===== src/rtl/ils_pkg.sv =====
`timescale 1ns / 1ps
`default_nettype none

package ils_pkg;

    localparam int CAPACITY_DEF  = 16;
    localparam int WORD_BITS_DEF = 32;

    localparam int FUNC_W   = 2;
    localparam int POS_W    = 5;
    localparam int DATA_W   = 32;
    localparam int STATUS_W = 2;
    localparam int COUNT_W  = 5;

    localparam logic [FUNC_W-1:0] FUNC_APPEND = 2'd0;
    localparam logic [FUNC_W-1:0] FUNC_INSERT = 2'd1;
    localparam logic [FUNC_W-1:0] FUNC_SET    = 2'd2;
    localparam logic [FUNC_W-1:0] FUNC_REMOVE = 2'd3;

    localparam logic [STATUS_W-1:0] ST_OK        = 2'd0;
    localparam logic [STATUS_W-1:0] ST_BAD_INDEX = 2'd1;
    localparam logic [STATUS_W-1:0] ST_FULL      = 2'd2;

    // per-cell update select
    localparam int CELL_OP_W = 2;
    localparam logic [CELL_OP_W-1:0] CELL_HOLD    = 2'd0;
    localparam logic [CELL_OP_W-1:0] CELL_LOAD    = 2'd1;
    localparam logic [CELL_OP_W-1:0] CELL_FROM_LO = 2'd2;
    localparam logic [CELL_OP_W-1:0] CELL_FROM_HI = 2'd3;

    typedef struct packed {
        logic [FUNC_W-1:0] func;
        logic [POS_W-1:0]  position;
        logic [DATA_W-1:0] word_in;
    } t_request;

    typedef struct packed {
        logic [STATUS_W-1:0] status;
        logic [DATA_W-1:0]   word_out;
        logic [COUNT_W-1:0]  count;
    } t_result;

endpackage

`default_nettype wire


===== src/rtl/ils_cell.sv =====
`timescale 1ns / 1ps
`default_nettype none

module ils_cell #(
    parameter int WORD_BITS = ils_pkg::WORD_BITS_DEF
) (
    input  wire logic                             i_clk,
    input  wire logic [ils_pkg::CELL_OP_W-1:0]    i_op,
    input  wire logic [WORD_BITS-1:0]             i_word,
    input  wire logic [WORD_BITS-1:0]             i_lo_word,
    input  wire logic [WORD_BITS-1:0]             i_hi_word,
    output logic      [WORD_BITS-1:0]             o_word
);

    logic [WORD_BITS-1:0] r_word;
    logic [WORD_BITS-1:0] n_word;

    always_comb begin
        unique case (i_op)
            ils_pkg::CELL_HOLD:    n_word = r_word;
            ils_pkg::CELL_LOAD:    n_word = i_word;
            ils_pkg::CELL_FROM_LO: n_word = i_lo_word;
            ils_pkg::CELL_FROM_HI: n_word = i_hi_word;
            default:               n_word = r_word;
        endcase
    end

    always_ff @(posedge i_clk) begin
        r_word <= n_word;
    end

    assign o_word = r_word;

endmodule

`default_nettype wire


===== src/rtl/indexed_list_store.sv =====
`timescale 1ns / 1ps
`default_nettype none

// Ordered list of up to CAPACITY words with append, insert, set and remove.
// Every entry sits in its own cell; insert and remove move all later entries
// one place at once, so a request is taken in every cycle and busy never
// rises. The result (status, old or removed word, new count) shows on
// o_result for exactly one cycle, marked by o_done, in the cycle after the
// request is accepted; the receiver cannot stall it and must take it then.
// The per-request path is the index compare in each cell plus the
// CAPACITY-way read select for set and remove. Words are stored at
// WORD_BITS bits; the count port shows the low five bits of the count.
module indexed_list_store #(
    parameter int CAPACITY  = ils_pkg::CAPACITY_DEF,
    parameter int WORD_BITS = ils_pkg::WORD_BITS_DEF
) (
    input  wire logic              i_clk,
    input  wire logic              i_rst_n,
    input  wire logic              start,
    output logic                   busy,
    input  wire ils_pkg::t_request i_req,
    output logic                   o_done,
    output ils_pkg::t_result       o_result
);

    localparam int CW = ($clog2(CAPACITY + 1) > ils_pkg::POS_W) ?
                        $clog2(CAPACITY + 1) : ils_pkg::POS_W;
    localparam int AW = $clog2(CAPACITY);

    logic                         w_accept;
    logic [CW-1:0]                w_pos;
    logic                         w_full;
    logic                         w_ok;
    logic                         w_read;
    logic [ils_pkg::STATUS_W-1:0] w_status;
    logic [63:0]                  w_in64;
    logic [WORD_BITS-1:0]         w_in;
    logic [WORD_BITS-1:0]         w_rd;
    logic [63:0]                  w_rd64;

    logic [WORD_BITS-1:0] w_word [CAPACITY];
    logic [WORD_BITS-1:0] w_lo   [CAPACITY];
    logic [WORD_BITS-1:0] w_hi   [CAPACITY];
    logic [ils_pkg::CELL_OP_W-1:0] w_op [CAPACITY];

    logic [CW-1:0]                r_used;
    logic [CW-1:0]                n_used;
    logic                         r_done;
    logic [ils_pkg::STATUS_W-1:0] r_status;
    logic [ils_pkg::DATA_W-1:0]   r_word_out;

    assign busy     = 1'b0;
    assign w_accept = start && !busy;
    assign w_pos    = CW'(i_req.position);
    assign w_full   = (r_used == CW'(CAPACITY));
    assign w_in64   = 64'(i_req.word_in);
    assign w_in     = w_in64[WORD_BITS-1:0];

    always_comb begin
        w_status = ils_pkg::ST_OK;
        w_read   = 1'b0;
        n_used   = r_used;
        unique case (i_req.func)
            ils_pkg::FUNC_APPEND: begin
                if (w_full) begin
                    w_status = ils_pkg::ST_FULL;
                end else begin
                    n_used = r_used + CW'(1);
                end
            end
            ils_pkg::FUNC_INSERT: begin
                // index check ranks above the full check
                if (w_pos > r_used) begin
                    w_status = ils_pkg::ST_BAD_INDEX;
                end else if (w_full) begin
                    w_status = ils_pkg::ST_FULL;
                end else begin
                    n_used = r_used + CW'(1);
                end
            end
            ils_pkg::FUNC_SET: begin
                if (w_pos >= r_used) begin
                    w_status = ils_pkg::ST_BAD_INDEX;
                end else begin
                    w_read = 1'b1;
                end
            end
            ils_pkg::FUNC_REMOVE: begin
                if (w_pos >= r_used) begin
                    w_status = ils_pkg::ST_BAD_INDEX;
                end else begin
                    w_read = 1'b1;
                    n_used = r_used - CW'(1);
                end
            end
            default: begin
                w_status = ils_pkg::ST_BAD_INDEX;
            end
        endcase
    end

    assign w_ok = (w_status == ils_pkg::ST_OK);

    genvar j;
    generate
        for (j = 0; j < CAPACITY; j++) begin : g_cell
            localparam logic [CW-1:0] IDX = CW'(j);

            if (j == 0) begin : g_lo_edge
                assign w_lo[j] = '0;
            end else begin : g_lo_link
                assign w_lo[j] = w_word[j-1];
            end

            if (j == CAPACITY - 1) begin : g_hi_edge
                assign w_hi[j] = '0;
            end else begin : g_hi_link
                assign w_hi[j] = w_word[j+1];
            end

            always_comb begin
                w_op[j] = ils_pkg::CELL_HOLD;
                if (w_accept && w_ok) begin
                    unique case (i_req.func)
                        ils_pkg::FUNC_APPEND: begin
                            if (IDX == r_used) w_op[j] = ils_pkg::CELL_LOAD;
                        end
                        ils_pkg::FUNC_INSERT: begin
                            if (IDX == w_pos) begin
                                w_op[j] = ils_pkg::CELL_LOAD;
                            end else if (IDX > w_pos) begin
                                w_op[j] = ils_pkg::CELL_FROM_LO;
                            end
                        end
                        ils_pkg::FUNC_SET: begin
                            if (IDX == w_pos) w_op[j] = ils_pkg::CELL_LOAD;
                        end
                        ils_pkg::FUNC_REMOVE: begin
                            if (IDX >= w_pos) w_op[j] = ils_pkg::CELL_FROM_HI;
                        end
                        default: begin
                            w_op[j] = ils_pkg::CELL_HOLD;
                        end
                    endcase
                end
            end

            ils_cell #(
                .WORD_BITS (WORD_BITS)
            ) u_cell (
                .i_clk     (i_clk),
                .i_op      (w_op[j]),
                .i_word    (w_in),
                .i_lo_word (w_lo[j]),
                .i_hi_word (w_hi[j]),
                .o_word    (w_word[j])
            );
        end
    endgenerate

    // only looked at when the index is below the count
    assign w_rd   = w_word[w_pos[AW-1:0]];
    assign w_rd64 = 64'(w_rd);

    always_ff @(posedge i_clk) begin
        if (!i_rst_n) begin
            r_used <= '0;
            r_done <= 1'b0;
        end else begin
            r_done <= w_accept;
            if (w_accept) begin
                r_used <= n_used;
            end
        end
    end

    always_ff @(posedge i_clk) begin
        if (w_accept) begin
            r_status   <= w_status;
            r_word_out <= w_read ? w_rd64[ils_pkg::DATA_W-1:0] : '0;
        end
    end

    assign o_done            = r_done;
    assign o_result.status   = r_status;
    assign o_result.word_out = r_word_out;
    assign o_result.count    = r_used[ils_pkg::COUNT_W-1:0];

    a_used_bound: assert property (@(posedge i_clk) disable iff (!i_rst_n)
        r_used <= CW'(CAPACITY))
        else $error("list count above capacity");

    a_done_follows: assert property (@(posedge i_clk) disable iff (!i_rst_n)
        (i_rst_n && w_accept) |=> o_done)
        else $error("accepted request gave no result strobe");

    a_append_grows: assert property (@(posedge i_clk) disable iff (!i_rst_n)
        (i_rst_n && w_accept && i_req.func == ils_pkg::FUNC_APPEND && !w_full)
        |=> (r_used == $past(r_used) + CW'(1)))
        else $error("append did not advance the count");

    a_err_no_word: assert property (@(posedge i_clk) disable iff (!i_rst_n)
        (o_done && o_result.status != ils_pkg::ST_OK) |-> (o_result.word_out == '0))
        else $error("error result carries a word");

endmodule

`default_nettype wire


===== config.mk =====
export PLATFORM = sky130hd
export DESIGN_NAME = indexed_list_store
export DESIGN_NICKNAME = d
export VERILOG_FILES = /design/src/rtl/ils_pkg.sv /design/src/rtl/ils_cell.sv /design/src/rtl/indexed_list_store.sv
export SDC_FILE = /design/constraint.sdc
export NUM_CORES = 1
export LEC_CHECK = 0
export ABC_AREA = 1
export BUFFER_PORTS_ARGS = -buffer_cell sky130_fd_sc_hd__buf_4
export CAP_MARGIN = 30
export CORE_MARGIN = 10
export CORE_UTILIZATION = 40
export CTS_BUF_LIST = sky130_fd_sc_hd__clkbuf_16
export DETAILED_ROUTE_END_ITERATION = 10
export GPL_TIMING_DRIVEN = 0
export PLACE_DENSITY = 0.58
export SLEW_MARGIN = 20
export SYNTH_ARGS = -nofsm -noshare
export SYNTH_HDL_FRONTEND = slang
export SYNTH_HIERARCHICAL = 1
export SYNTH_SLANG_ARGS = --single-unit

===== constraint.sdc =====
create_clock -name i_clk -period 4.2 [get_ports i_clk]
set_input_delay 0.63 -clock i_clk [delete_from_list [all_inputs] [get_ports i_clk]]
set_output_delay 0.63 -clock i_clk [all_outputs]
set_load 0.05 [all_outputs]

# == Word-level counts from Yosys, hierarchy flattened ==
# Cells that the tools add are included.
# word_totals
inputBits,42
mem_bits_ro,0
word_cells,307
n_memories,0
reg_bits,552
out_inout_bits,41
ramBits,0
latch_bits,0
# classes
shift,0
n_addsub,2
n_eq_ne,84
reduce_logical,24
n_mux,141
n_lt_le_gt_ge,35
mul,0
div_mod_pow,0
bitwise_logic,1
# ops
op,count
$pmux W32 S3,16
$mux W2,66
$bmux W32 S4,1
$pmux W2 S4,16
$eq A4 B5 Y1 const A,16
$eq A2 B2 Y1 const B,34
$mux W32,2
$eq A3 B5 Y1 const A,8
$ge A4 B5 Y1 const A,8
$gt A4 B5 Y1 const A,8
$logic_not A2 Y1,18
$mux W1,35
$eq A2 B1 Y1 const B,17
$eq A2 B5 Y1 const A,4
$ge A3 B5 Y1 const A,4
$gt A3 B5 Y1 const A,4
$mux W5,3
$pmux W5 S3,1
$eq A1 B5 Y1 const A,2
$ge A1 B5 Y1 const A,2
$ge A2 B5 Y1 const A,2
$gt A1 B5 Y1 const A,2
$gt A2 B5 Y1 const A,2
$logic_not A5 Y1,2
13 further kinds,14

# == Logic depth before layout (Yosys ltp) ==
# depth
depth_word,9
depth_mapped,19
mapped_depth_nobuf,13

# == Modules after synthesis ==
# The synthesis kept the hierarchy.
# by_module_without_submodules
module,cells_each,area_each_um2,seq_area_each_um2,instances
ils_cell,180,1732.9,960.9,16
indexed_list_store,1317,7657.3,1141.1,1

# == Worst setup path before layout ==
# Ideal clock, no wire load.
# synth_timing
path_kind,input-to-reg
startpoint,input port i_req[32] in the netlist's numbering
endpoint,register g_cell[14].u_cell.r_word[0] (enable)
setup_slack_ns,0.598
setup_time_ns,0.389
n_path_buf,6
required_ns,3.811
path_stages,15
t_arrival_ns,3.212
cell_sequence,buf_6 -> inv_4 -> buf_6 -> buf_6 -> buf_6 -> ha_1 -> nand2_1 -> nand3_1 -> nand2_1 -> nand2_2 -> buf_4 -> nor3_2 -> inv_1 -> buf_2 -> nand2_1
# synth_lines
item,line_no,text
from (decl),indexed_list_store.sv:21,"input wire ils_pkg::t_request i_req,"
to (signal assigned),ils_cell.sv:29,r_word <= n_word;
to (decl),ils_cell.sv:15,logic [WORD_BITS-1:0] r_word;

==> metrics <==
status finished clean; register area share after synthesis 46.7%; Mapped Avg Cell Area 8.43 um^2; Slowest-stage cell, CP nor3_1; final-report hold violation count 0; RSZ-0062 raised after global routing false; Fillers 8805; antenna violations before repair 2; clock sinks 552; Max Clock Skew 17.1 ps; Num CTS Buffers 71; Largest stage delay, worst path 740 ps; min-delay src i_rst_n; largest net degree at the start of global routing 38; post-route ant nets 0; fin. max-slew vios 0; Post-synth top flop edfxtp_1; Antenna diodes 0; vias per cell 5.71; Overflow after GRT 0; Final Cell Area 39900 um^2; Worst-Skew Late Latency 640 ps; drt first pass iters 8; R2R depth 13; DP Wirelength 111 mm; P_sw 4.36 mW; buffer count from post-CTS setup fixing 0; Post-Syn Instances 4197; crit path time final 4040 ps; CP Capture Type flip-flop; Site Rows 109; Startpoint Class flip-flop; XOR/XNOR share of the synthesized area 0.0990%; period utilization 96.2%; Pleak 15.2 nW; max cap viols 0; Worst VDD drop 0.000314 V; ys async rst share 0%; post-synthesis adder-cell area fraction 0.389%; Synth cell types 40; RR Startpoint r_used[4]$_SDFFE_PN0P_; initial core utilization 40.2%; Most common cell on crit path nand2_1; Die Area 101000 um^2; Core Box Area 88100 um^2; fraction of synthesized area in multiplexers 0%; sw frac 29.1%; EDFF count, synth 546; Total GRT Usage 25.6%; io pins 83; Fmax 248 MHz; GP Congestion 0.973; Starting DRT DRC Count 3940; P&R area growth vs syn 12.8%; H-tree depth 3; DIE HEIGHT 317 um; CP Cell Sequence inv_1 -> ha_1 -> nand2_1 -> nor2_1 -> nand2_1 -> nand3_1 -> nand2_1 -> o21ai_2 -> nand2_2 -> nor3_1 -> inv_1 -> buf_2 -> nand2_4; clock slew at reported path FFs 60 ps; combinational family with the most area after synthesis simple AND/OR/NAND/NOR gates; die extent in x 317 um; vias post-DR 32100; Mapped Area 35400 um^2; critical path type flip-flop to flip-flop; Power Density 376 nW/um^2; Longest Clk Path Bufs 3; CP Data Arrival Time 4320 ps; count of final setup violators 0; power share of the clock group 39.3%; post-place instance area 37700 um^2; Hold Path End o_done$_SDFF_PN0_; Synth Register Bits 552; CTS tree done; Port Buf Inserts 79; DRC viols 0; RR Endpoint g_cell[1].u_cell/o_word[12]$_DFFE_PP_; Worst Tran Pin Value 975 ps; register share of total power 45.1%; P_int 10.6 mW; root buffer cell clkbuf_16; final hold slack 243 ps; YS warnings 6; cell family with most CP delay simple AND/OR/NAND/NOR gates; Relative slew margins 35.0%; critical path peak fanout 32; share of layout cells above drive strength 1 15.1%; Total Wirelength 135 mm; Final nets 4466; first-pass GRT wire length 197 mm; Synth Area in Compound Gates 6.59%; R2R Setup Slk 160 ps; routed len/inst 24.0 um; simple-gate portion of the synthesized area 36.1%; WP buf/inv 3; logic gate share of total power 15.5%; vias in the first global route 30600; Post-CTS Hold Fix Bufs 0; Req. time, crit path 4480 ps; Hold Crit Depth 3; Worst Hold Class primary input to flip-flop; Final TNS setup 0 ps
metrics by stage:
step           util, %  power (mW)  std cells  worst slack (ps)
6_report          45.3        15.0       5629               160
5_1_grt           45.3        15.5       5629              18.5
4_1_cts           45.3        15.0       5629              94.4
3_5_place_dp      42.8        9.15       5505              -547
3_3_place_gp      42.8        9.12       5505              -966
2_1_floorplan        -        8.25       4261               598
power groups by stage:
stage	combinational [mW]	clock, mW	sequential, mW
floorplan	1.41	0	6.85
global placement	2.25	0	6.87
detailed placement	2.29	0	6.86
CTS	2.29	5.97	6.75
global route	2.51	6.16	6.79
finish	2.33	5.90	6.77
logic make-up after synthesis:
| kind of cell | after synthesis |
|---|---|
| simple gates | 2798 |
| flops | 552 |
| buf+inv | 460 |
| compound gates | 371 |
| other cells | 1 |
| xor+xnor | 4 |
| fa+ha+maj | 11 |
Yosys cell counts, types with 6 or more instances:
cell type | n | share of area, %
dfxtp_1 | 6 | 0.34
inv_1 | 58 | 0.62
a21oi_1 | 9 | 0.13
o21ai_1 | 72 | 1.0
edfxtp_1 | 546 | 46
o211ai_2 | 30 | 1.1
o211ai_1 | 38 | 0.81
ha_1 | 11 | 0.39
buf_6 | 181 | 5.8
or2_2 | 28 | 0.50
nor3_2 | 30 | 0.85
inv_4 | 18 | 0.32
clkbuf_1 | 15 | 0.16
o2111ai_1 | 32 | 0.79
buf_2 | 91 | 1.3
o21ai_0 | 176 | 2.5
nand3_1 | 1551 | 22
buf_4 | 86 | 1.8
nand2_1 | 655 | 6.9
nor2_1 | 512 | 5.4
worst max-delay path by stage:
stage,from,endpoint,slack [ps],depth (start not counted)
2_1_floorplan,i_req[32],g_cell[14].u_cell/o_word[0]$_DFFE_PP_,600,15
3_3_place_gp,i_req[32],g_cell[0].u_cell/o_word[12]$_DFFE_PP_,-970,14
3_5_place_dp,i_req[32],g_cell[0].u_cell/o_word[11]$_DFFE_PP_,-550,14
4_1_cts,r_used[4]$_SDFFE_PN0P_,g_cell[15].u_cell/o_word[12]$_DFFE_PP_,90,14
5_1_grt,r_used[4]$_SDFFE_PN0P_,g_cell[11].u_cell/o_word[4]$_DFFE_PP_,20,14
6_report,r_used[4]$_SDFFE_PN0P_,g_cell[1].u_cell/o_word[12]$_DFFE_PP_,160,13
what timing repair did:
item | 4_1_cts | 5_1_grt
pin swaps | 0 | 0
cloned | 0 | 0
resized for setup | 2 | 2
setup endpoints to repair | 64 | 64
flip-flops by register name, indices dropped and copies added, names as in the netlist:
signal	count
g_cell.u_cell/o_word	512
o_done	1
r_status	2
r_used	5
r_word_out	32
per-layer routing:
layer	track usage (%)	routed length [um]
met5	0	9
met3	2.99	10900
met1	34.2	56600
met4	9.83	4890
met2	41.9	62800
area by class of cell:
type | instances | area [um^2] | area share, %
Multi-Input combinational cell | 3249 | 15600 | 39.1
Clock inverter | 51 | 364 | 0.912
Tap cell | 1165 | 1460 | 3.65
Buffer | 383 | 3240 | 8.11
Sequential cell | 552 | 16500 | 41.4
Timing Repair Buffer | 79 | 593 | 1.49
Inverter | 77 | 334 | 0.837
Clock buffer | 73 | 1830 | 4.58
worst register-to-register path, stage by stage (launching register included):
cell	delay, ps
dfxtp_1	430
inv_1	210
ha_1	340
nand2_1	90
nor2_1	150
nand2_1	80
nand3_1	100
nand2_1	80
o21ai_2	210
nand2_2	170
nor3_1	740
inv_1	340
buf_2	320
nand2_4	400
layout by cell type, fill, tap and decap left out, types with 4 or more instances in the layout:
| master | netlist | layout |
|---|---|---|
| a21oi_1 | 9 | 9 |
| buf_1 | 5 | 5 |
| buf_2 | 91 | 91 |
| buf_4 | 86 | 165 |
| buf_6 | 181 | 181 |
| bufinv_16 | 0 | 5 |
| clkbuf_1 | 15 | 15 |
| clkbuf_16 | 0 | 73 |
| clkbuf_2 | 5 | 5 |
| clkinv_1 | 0 | 14 |
| clkinv_2 | 0 | 8 |
| conb_1 | 1 | 65 |
| dfxtp_1 | 6 | 6 |
| edfxtp_1 | 546 | 546 |
| ha_1 | 11 | 11 |
| inv_1 | 58 | 75 |
| inv_4 | 18 | 18 |
| inv_6 | 0 | 4 |
| nand2_1 | 655 | 639 |
| nand2_2 | 5 | 18 |
| nand3_1 | 1551 | 1551 |
| nor2_1 | 512 | 512 |
| nor2_4 | 5 | 5 |
| nor3_2 | 30 | 31 |
| o2111ai_1 | 32 | 32 |
| o211ai_1 | 38 | 38 |
| o211ai_2 | 30 | 30 |
| o21ai_0 | 176 | 176 |
| o21ai_1 | 72 | 72 |
| o22ai_1 | 4 | 4 |
| or2_1 | 4 | 4 |
| or2_2 | 28 | 28 |
Power figures use the tool's default switching activity.
